`src/hdl/lif_pkg.sv`:
```
package lif_pkg;

  localparam int DATA_W      = 32;
  localparam int ACC_W       = 64;
  localparam int PROD_W      = 112;
  localparam int CFG_IDX_W   = 2;
  localparam int Q_DEPTH_DEF = 4;

  localparam logic signed [ACC_W-1:0] INT64_MAX = {1'b0, {(ACC_W-1){1'b1}}};
  localparam logic signed [ACC_W-1:0] INT64_MIN = {1'b1, {(ACC_W-1){1'b0}}};

  // Reset values: 1.0, -0.5 and -1.0 in Q16.16
  localparam logic [DATA_W-1:0] INV_SIGMA_SQ_RST = 32'h0001_0000;
  localparam logic [DATA_W-1:0] FORCE_SCALE_RST  = 32'hFFFF_8000;
  localparam logic [DATA_W-1:0] COEF_SCALE_RST   = 32'hFFFF_0000;

  // History depth: forces need the step two back
  localparam logic [1:0] STEPS_FULL = 2'd2;

  typedef enum logic [CFG_IDX_W-1:0] {
    CFG_INV_SIGMA_SQ = 2'd0,
    CFG_FORCE_SCALE  = 2'd1,
    CFG_COEF_SCALE   = 2'd2
  } lif_cfg_idx_t;

  typedef struct packed {
    logic        [DATA_W-1:0] inv_sigma_sq;
    logic signed [DATA_W-1:0] force_scale;
    logic signed [DATA_W-1:0] coef_scale;
  } lif_cfg_t;

  // One particle's impulse contribution, as it travels from front to back
  typedef struct packed {
    logic signed [ACC_W-1:0] term_x;
    logic signed [ACC_W-1:0] term_y;
    logic                    last;
  } lif_term_t;

  typedef enum logic [1:0] {
    BK_ACC  = 2'd0,
    BK_DIFF = 2'd1,
    BK_MUL  = 2'd2,
    BK_DONE = 2'd3
  } lif_back_state_t;

  // Floor shift right by 16 of an exact product, saturated to signed 64 bits
  function automatic logic signed [ACC_W-1:0] lif_sat_q16(input logic signed [PROD_W-1:0] p);
    logic signed [PROD_W-1:0] s;
    logic signed [ACC_W-1:0]  r;
    s = p >>> 16;
    if (s[PROD_W-1:ACC_W-1] == {(PROD_W-ACC_W+1){s[ACC_W-1]}}) begin
      r = s[ACC_W-1:0];
    end else begin
      r = p[PROD_W-1] ? INT64_MIN : INT64_MAX;
    end
    return r;
  endfunction

endpackage

```
`src/hdl/lif_queue.sv`:
```
module lif_queue #(
  parameter int DEPTH = lif_pkg::Q_DEPTH_DEF
) (
  input  logic               clk,
  input  logic               rst_n,
  input  logic               push,
  input  lif_pkg::lif_term_t wdata,
  output logic               full,
  input  logic               pop,
  output lif_pkg::lif_term_t rdata,
  output logic               empty
);
  import lif_pkg::*;

  localparam int PTR_W = (DEPTH > 1) ? $clog2(DEPTH) : 1;
  localparam int CNT_W = $clog2(DEPTH + 1);

  lif_term_t        mem_r [DEPTH];
  logic [PTR_W-1:0] wr_ptr_r, wr_ptr_nxt;
  logic [PTR_W-1:0] rd_ptr_r, rd_ptr_nxt;
  logic [CNT_W-1:0] cnt_r, cnt_nxt;
  logic             do_push, do_pop;

  assign full    = (cnt_r == CNT_W'(DEPTH));
  assign empty   = (cnt_r == '0);
  assign rdata   = mem_r[rd_ptr_r];
  assign do_push = push && !full;
  assign do_pop  = pop && !empty;

  always_comb begin
    wr_ptr_nxt = wr_ptr_r;
    rd_ptr_nxt = rd_ptr_r;
    cnt_nxt    = cnt_r;
    if (do_push) begin
      wr_ptr_nxt = (wr_ptr_r == PTR_W'(DEPTH - 1)) ? '0 : wr_ptr_r + 1'b1;
    end
    if (do_pop) begin
      rd_ptr_nxt = (rd_ptr_r == PTR_W'(DEPTH - 1)) ? '0 : rd_ptr_r + 1'b1;
    end
    if (do_push && !do_pop) begin
      cnt_nxt = cnt_r + 1'b1;
    end else if (do_pop && !do_push) begin
      cnt_nxt = cnt_r - 1'b1;
    end
  end

  always_ff @(posedge clk) begin
    if (!rst_n) begin
      wr_ptr_r <= '0;
      rd_ptr_r <= '0;
      cnt_r    <= '0;
    end else begin
      wr_ptr_r <= wr_ptr_nxt;
      rd_ptr_r <= rd_ptr_nxt;
      cnt_r    <= cnt_nxt;
    end
  end

  always_ff @(posedge clk) begin
    if (do_push) begin
      mem_r[wr_ptr_r] <= wdata;
    end
  end

endmodule

```
`config.mk`:
```
export PLATFORM = sky130hd
export DESIGN_NAME = lif_queue
export DESIGN_NICKNAME = d
export VERILOG_FILES = /design/src/hdl/lif_pkg.sv /design/src/hdl/lif_queue.sv
export SDC_FILE = /design/constraint.sdc
export NUM_CORES = 1
export LEC_CHECK = 0
export ABC_AREA = 0
export BUFFER_PORTS_ARGS = -buffer_cell sky130_fd_sc_hd__buf_4
export CAP_MARGIN = 0
export CORE_MARGIN = 2
export CORE_UTILIZATION = 57
export CTS_CLUSTER_SIZE = 40
export DETAILED_ROUTE_END_ITERATION = 7
export PLACE_DENSITY = 0.83
export RECOVER_POWER = 25
export SYNTH_ARGS = -nofsm -noshare
export SYNTH_HDL_FRONTEND = slang
export SYNTH_SLANG_ARGS = --single-unit
```
`constraint.sdc`:
```
create_clock -name clk -period 5.6 [get_ports clk]
set_input_delay 1.12 -clock clk [delete_from_list [all_inputs] [get_ports clk]]
set_output_delay 1.12 -clock clk [all_outputs]
set_load 0.005 [all_outputs]
```
-- After elaboration in Yosys (flattened, before gate mapping)
Memories as Yosys holds them, arrays and structs flattened. A register that Yosys moved wholly into a read port is not among the register bits.
Cells that the tools add are included.
- latch bits: 0
- word-level logic and storage cells: 29
- register bits: 7
- input bits: 133
- memories kept: 1
- memory bits (writable): 516
- bits in read-only memories: 0
- reduce and logical (&&, ||, !) cells: 10
- divide/modulo/power cells: 0
- muxes and demuxes: 8
- shift operators: 0
- equal/unequal tests: 3
- order comparisons: 0
- bitwise gates (word level): 0
- $mul: 0
- $add $sub $neg: 4
- memories (name ; depth ; width ; rd ports ; clocked after Yosys merged registers in ; wr ports ; line ; text):
    mem_r ; 4 ; 129 ; 1 ; 1 ; 1 ; lif_queue.sv:18 ; lif_term_t mem_r [DEPTH];
- operator list (kind ; number):
    two-way mux 2 bit ; 4
    two-way mux 3 bit ; 2
    adder 2 x 1 -> 2 bit (second input constant) ; 2
    equality test 2 bit (second input constant) ; 2
    logical AND 1 bit ; 4
    logical NOT 1 bit ; 4
    adder 3 x 1 -> 3 bit (second input constant) ; 1
    equality test 3 bit (second input constant) ; 1
    logical NOT 3 bit ; 1
    subtractor 3 x 1 -> 3 bit (second input constant) ; 1
    two-way mux 1 bit ; 2
    nonzero test 2 bit ; 1

-- Depth between registers and ports, before layout
Gate-level depths: netlist of the first run.
- depth in word-level cells: 7
- mapped depth: 9

-- Least setup slack after synthesis of the first run
OpenSTA, ideal clock, no wires.
- kind: input port to flip-flop
- from: input port push
- to: memory mem_r[1][0] in the netlist's numbering (enable)
- stages: 3
- data required time: 5.097 ns
- library setup time: 0.503 ns
- arrival time: 4.469 ns
- slack: 0.627 ns
- buffers on the path: 1
- cells stage by stage: nor2b_1 -> clkbuf_1 -> and2_1
- word-level cells in the longest chain between the ends: 3
- ends and longest elaborated chain (what ; line ; text):
    from (decl) ; lif_queue.sv:6 ; input logic push,
    logical AND 1 bit ; lif_queue.sv:27 ; assign do_push = push && !full;
    net do_push ; lif_queue.sv:22 ; logic do_push, do_pop;
    two-way mux 1 bit ; lif_queue.sv:60 ; if (do_push) begin
    two-way mux 1 bit (implied by the code) ; lif_queue.sv:61 ; mem_r[wr_ptr_r] <= wdata;
    to (decl) ; lif_queue.sv:18 ;
The timed path passes the listed nets, and every way through them passes these cells.

==> impl_results.md, run 1 <==
* Run status: completed
* Fmax at 264.7 MHz
* Post-CTS Setup Bufs at 0
* Initial Util at 0.5738
* Final hold violation count at 0
* Hold WS at 0.5169 ns
* Post-Synthesis Cells at 724
* RSZ-0062 raised after global routing: no
* Period utilization at 0.6746
* Top sig layer: met5
* Synth Net Count at 864
* Core area at 33,280 um2
* Vias per Instance at 5.748
* M1 WL at 14,270 um
* FF/Latch Area at 15,680 um2
* # port buffers at 263
* GRT Overall Usage at 0.2042
* Via Count at 8,685
* I/O pins at 264
* Final Max Tran Viols at 0
* Vias in the first global route at 8,937
* CTS max path bufs at 3
* CTS Buf Count at 50
* Cell Area, Synth at 19,100 um2
* Layout fillers at 2,079
* Crit path time final at 3.778 ns
* Largest net degree at the start of global routing at 79
* Setup TNS Final at 0 ns
* HPWL after DPL at 20,590 um
* MaxCap Viol Count at 0
* Worst VDD drop at 0.3250 mV
* Placed Area at 21,550 um2
* Pleak at 7.366 nW
* Final Routed Wirelength at 35,490 um
* Met2 WL post-DR at 17,450 um
* Data required, critical path at 4.48 ns
* #FFs+latches synth at 525
* Arrival time at the worst endpoint at 2.66 ns
* Wirelength per Cell at 23.49 um
* First-pass GRT wire length at 53,430 um
* Yosys cell types at 24
* Wire length on met3 at 2857 um
* Crit-path max FO at 66
* Final ANT Viol Nets at 0
* Post-cts resize count at 0
* Setup crit end kind: output port
* Sequential share of the synthesized area at 0.8208
* Hold-fix buffers at CTS at 0
* Die area at 34,980 um2
* Layout cells sized above 1 at 0.3598
* Relative slew margins at 0.4153
* Hold Crit Class: register to register
* Total Power at 10.28 mW
* Final Setup Violations at 0
* Clock Skew at 0.01199 ns
* Worst slew pin tran at 0.8771 ns
* Row cnt at 67
* Most common cell after layout, fill and taps aside: edfxtp_1
* DRT Pass-1 Iters at 5
* Die Y at 187.0 um
* Nets at 1,157
* Area grow syn2layout at 19.11%
* Power Density at 452.1 nW/um2
* Clock-pin slew on the worst setup and hold paths at 0.06 ns
* Most frequent cells in the layout: edfxtp_1 (516), buf_4 (177), mux4_2 (129), clkbuf_1 (103), clkbuf_16 (53)
* Worst-Skew Late Latency at 0.56 ns
* CTS tree: done
* First DRT Iteration DRCs at 657
* Post-synthesis average cell area at 26.38 um2
* Ys Warns at 0
* RD Place Congestion at 0.7160
* Area used by multi-input combinational logic at 3191 um2
* Initial antenna violation count at 8
* CTS root buffer: clkbuf_16
* Die Width at 187.0 um
* Final Cell Area at 22,750 um2
* Worst setup SP type: register
* Drt drc at 0
* Worst Setup Path Type: register to output port
* Total congestion overflow at 0
* Clock sinks at 525
* CTS H-tree depth at 2
cell usage after synthesis:
cell type / number / share of area
clkbuf_1: 5 / 0.00098
edfxtp_1: 516 / 0.81
ha_1: 6 / 0.0039
buf_6: 13 / 0.0077
nor3_1: 1 / 0.00026
fa_1: 1 / 0.0010
nor3b_1: 1 / 0.00039
xnor2_1: 1 / 0.00046
inv_1: 3 / 0.00059
nand2_1: 6 / 0.0012
nor2_1: 2 / 0.00039
or3_1: 1 / 0.00033
and2_1: 5 / 0.0016
nor2b_1: 2 / 0.00066
a21boi_0: 1 / 0.00039
buf_2: 10 / 0.0026
nand3_1: 2 / 0.00052
o31ai_1: 1 / 0.00039
o21ai_0: 3 / 0.00079
xor2_1: 1 / 0.00046
mux2i_1: 3 / 0.0016
mux4_2: 129 / 0.15
dfxtp_1: 9 / 0.0094
buf_4: 2 / 0.00079
cell type report:
cell class	instances	share of cell area
diodes	7	0.0007701
clock buffers	68	0.06078
clock inverters	23	0.005391
inverters	3	0.0004950
multi-input cells	166	0.1403
flip-flops and latches	525	0.6894
well taps	448	0.02464
repair buffers	271	0.07822
logic make-up (layout without fill, tap and decap cells):
family,after synthesis,in the layout,synth area share
buf+inv,33,365,0.01264
simple gates,20,20,0.005373
flops,525,525,0.8208
other cells,0,7,0
compound gates,5,5,0.001572
xor+xnor,2,2,0.0009174
fa+ha+maj,7,7,0.004979
mux,132,132,0.1537
worst paths after layout:
check | startpoint | end | slack (ns) | depth (start not counted)
setup / recovery | register | rdata[47] | 1.82 | 3
hold / removal | wr_ptr_r[1] | wr_ptr_r[1] | 0.52 | 2
setup reg to reg | cnt_r[0] | mem_r[1][55] | 2.82 | 4
hold reg to reg | wr_ptr_r[1] | wr_ptr_r[1] | 0.52 | 2
state kept, by name, summed over array words and instances (netlist names), named ones only:
signal	flops
mem_r	516
rd_ptr_r	2
wr_ptr_r	2
cnt_r	3
report_power, final:
part	internal (mW)	leakage, nW	switching (mW)
clock	1.76	0.738	1.32
sequential	4.79	4.80	0.179
combinational	1.24	1.82	0.992
layer usage:
metal | vias to the layer above | track usage
met2 | 349 | 0.3181
met1 | 4546 | 0.2908
met5 | - | 0
met4 | 4 | 0.06380
li1 | 3724 | -
met3 | 62 | 0.05253
per-stage QoR:
stage / util / worst slack, ns / instances
6_report: 0.6835 / 1.822 / 1511
5_1_grt: 0.6831 / 1.614 / 1506
4_1_cts: 0.6929 / 1.726 / 1504
3_5_place_dp: 0.6477 / 2.134 / 1413
3_3_place_gp: 0.6477 / 2.189 / 1413
2_1_floorplan: - / 0.6273 / 724
worst max-delay path: stages, from the launching register on:
cell	delay [ns]
dfxtp_4	0.75
buf_12	0.49
mux4_2	0.61
buf_4	0.16
(Power assumes the default switching activity.)
==> run 2, diff against run 1 <==
==> constraint.sdc (replaced) <==
create_clock -name clk -period 3.9 [get_ports clk]
set_input_delay 0.78 -clock clk [delete_from_list [all_inputs] [get_ports clk]]
set_output_delay 0.78 -clock clk [all_outputs]
set_load 0.005 [all_outputs]
==> run 2 against run 1 <==
Against the previous run:
- wire length up 1.2%
- register-to-register slack lost 1.4 ns
- non-clock buffer count grew 13
- global-route usage is 0.45 points higher
- via count down 0.13%
- utilization grew 0.75 points
- die area unchanged
- first-iteration DRC count is 20% higher
- clock-buffer cell count is 7 higher
- final area rose by 1.1%
- critical path type unchanged
- critical endpoint is now rdata[86]
- largest cell class unchanged
- largest power group unchanged
==> impl_results.md, run 2 (synthesized netlist as in run 1, its figures left out) <==
* MaxCap Viol Count at 0 (unchanged)
* Critical path cell sequence: buf_4 > mux4_2 > buf_4 (was buf_12 > mux4_2 > buf_4)
* CTS H-tree depth at 2 (unchanged)
* Vias per Instance at 5.699 (was 5.748)
* Clock Skew at 0.01721 ns (was 0.01199 ns)
* I/O pins at 264 (unchanged)
* CTS root buffer: clkbuf_16 (unchanged)
* Final Routed Wirelength at 35,910 um (was 35,490 um)
* Initial Util at 0.5738 (unchanged)
* CTS max path bufs at 3 (unchanged)
* Worst VDD drop at 0.4605 mV (was 0.3250 mV)
* Wirelength per Cell at 23.59 um (was 23.49 um)
* Die area at 34,980 um2 (unchanged)
* Hold-fix buffers at CTS at 0 (unchanged)
* Fmax at 308.5 MHz
* Total congestion overflow at 0 (unchanged)
* Die Width at 187.0 um (unchanged)
* Layout fillers at 1,978 (was 2,079)
* # port buffers at 263 (unchanged)
* CTS tree: done (unchanged)
* Worst setup SP type: register (unchanged)
* First DRT Iteration DRCs at 788 (was 657)
* Via Count at 8,674 (was 8,685)
* Die Y at 187.0 um (unchanged)
* Final Cell Area at 23,000 um2 (was 22,750 um2)
* RD Place Congestion at 0.7393 (was 0.7160)
* DRT Pass-1 Iters at 4 (was 5)
* Initial antenna violation count at 2 (was 8)
* Row cnt at 67 (unchanged)
* First-pass GRT wire length at 54,640 um (was 53,430 um)
* Final Max Tran Viols at 0 (unchanged)
* Data required, critical path at 3.12 ns (was 4.48 ns)
* Worst slew pin tran at 0.7491 ns (was 0.8771 ns)
* Vias in the first global route at 9,175 (was 8,937)
* Clock sinks at 525 (unchanged)
* Largest registers: mem_r x516, cnt_r x3 (unchanged)
* Pleak at 7.494 nW (was 7.366 nW)
* Slowest stage delay, CP at 0.83 ns (was 0.75 ns)
* Area grow syn2layout at 20.42% (was 19.11%)
* Drt drc at 0 (unchanged)
* Core area at 33,280 um2 (unchanged)
* Final ANT Viol Nets at 0 (unchanged)
* Worst Setup Path Type: register to output port (unchanged)
* Setup crit end kind: output port (unchanged)
* Period utilization at 0.8311
* Critical path's slowest cell: dfxtp_4 (unchanged)
* Worst reg2reg startpoint: cnt_r[0] (unchanged)
* Most common cell after layout, fill and taps aside: edfxtp_1 (unchanged)
* RSZ-0062 raised after global routing: no (unchanged)
* Most frequent cells in the layout: edfxtp_1 (516), buf_4 (189), mux4_2 (129), clkbuf_1 (103), clkbuf_16 (53) (was edfxtp_1 (516), buf_4 (177), mux4_2 (129), clkbuf_1 (103), clkbuf_16 (53))
* Placed Area at 21,750 um2 (was 21,550 um2)
* Max reg flops at 516 (unchanged)
* Worst-Skew Late Latency at 0.57 ns (was 0.56 ns)
* Biggest register: mem_r (unchanged)
* Relative slew margins at 0.5006 (was 0.4153)
* Crit path time final at 3.241 ns
* Arrival time at the worst endpoint at 2.46 ns (was 2.66 ns)
* HPWL after DPL at 21,480 um (was 20,590 um)
* CTS Buf Count at 51 (was 50)
* Final hold violation count at 0 (unchanged)
* Post-CTS Setup Bufs at 0 (unchanged)
* CP most frequent cell: buf_4
* Run status: completed (unchanged)
* Setup TNS Final at 0 ns (unchanged)
* Largest net degree at the start of global routing at 78 (was 79)
* Clock-pin slew on the worst setup and hold paths at 0.06 ns (about the same)
* Power Density at 651.8 nW/um2 (was 452.1 nW/um2)
* Hold path start: wdata[77] (was wr_ptr_r[1])
* Nets at 1,171 (was 1,157)
* Hold Crit Class: input port to register (was register to register)
* Post-cts resize count at 0 (unchanged)
* GRT Overall Usage at 0.2087 (was 0.2042)
* Crit-path max FO at 31 (was 66)
* Final Setup Violations at 0 (unchanged)
* Layout cells sized above 1 at 0.3713 (was 0.3598)
[run 2: changes by cell type in the layout (fill, tap and decap cells not counted), sizes merged]
cell and delta:
buf +20, clkinv -6, diode -5, bufinv +1, inv +1
[run 2: where the power goes]
group          internal [mW]  leakage [nW]  switching (mW)
Sequential              6.87          4.80           0.232
Combinational           1.89          1.94            1.46
Clock                   2.62         0.746            1.92
Total                   11.4          7.49            3.61
[run 2: path summary, 6_finish.rpt]
| kind | depth (start not counted) | end | slack [ns] |
|---|---|---|---|
| setup reg to reg | 8 | cnt_r[2] | 1.42 |
| hold / removal | 1 | mem_r[0][77] | 0.42 |
| setup / recovery | 3 | rdata[86] | 0.66 |
| hold reg to reg | 2 | wr_ptr_r[1] | 0.52 |
[run 2: layout make-up]
type                       instances  area (um2)  area share
antenna                            2       5.005   0.0002176
clock buffer                      75        1409     0.06127
clock inverter                    19       133.9    0.005822
inverter                           3       11.26   0.0004897
multi-input combinational        166        3191      0.1387
sequential                       525       15680      0.6820
tap                              448       560.5     0.02438
timing repair buffer             284        2003     0.08711
[run 2: layer usage]
metal  track usage  vias up  share of wire
li1              -     3744              -
met5             0        -              0
met2        0.3376      314           0.51
met3       0.04822       60          0.070
met1        0.2836     4556           0.39
met4       0.07723        0          0.027
[run 2: through the flow]
stage            util  total power, mW  hold WS (ns)  std cells  setup WS [ns]
6_report       0.6910            14.99        0.4201       1522         0.6588
5_1_grt        0.6909            15.58        0.4019       1521         0.4782
4_1_cts        0.7000            15.21        0.3728       1520         0.5565
3_5_place_dp   0.6536            10.65        0.5054       1426          1.068
3_3_place_gp   0.6536            10.55        0.4835       1426          1.204
2_1_floorplan       -            9.001        0.4677        724         0.6980
[run 2: worst max-delay path: cells and delay by family, from the launching register on]
| kind | cells | cell delay (ns) |
|---|---|---|
| flops | 1 | 0.83 |
| mux | 1 | 0.55 |
| buf+inv | 2 | 0.51 |
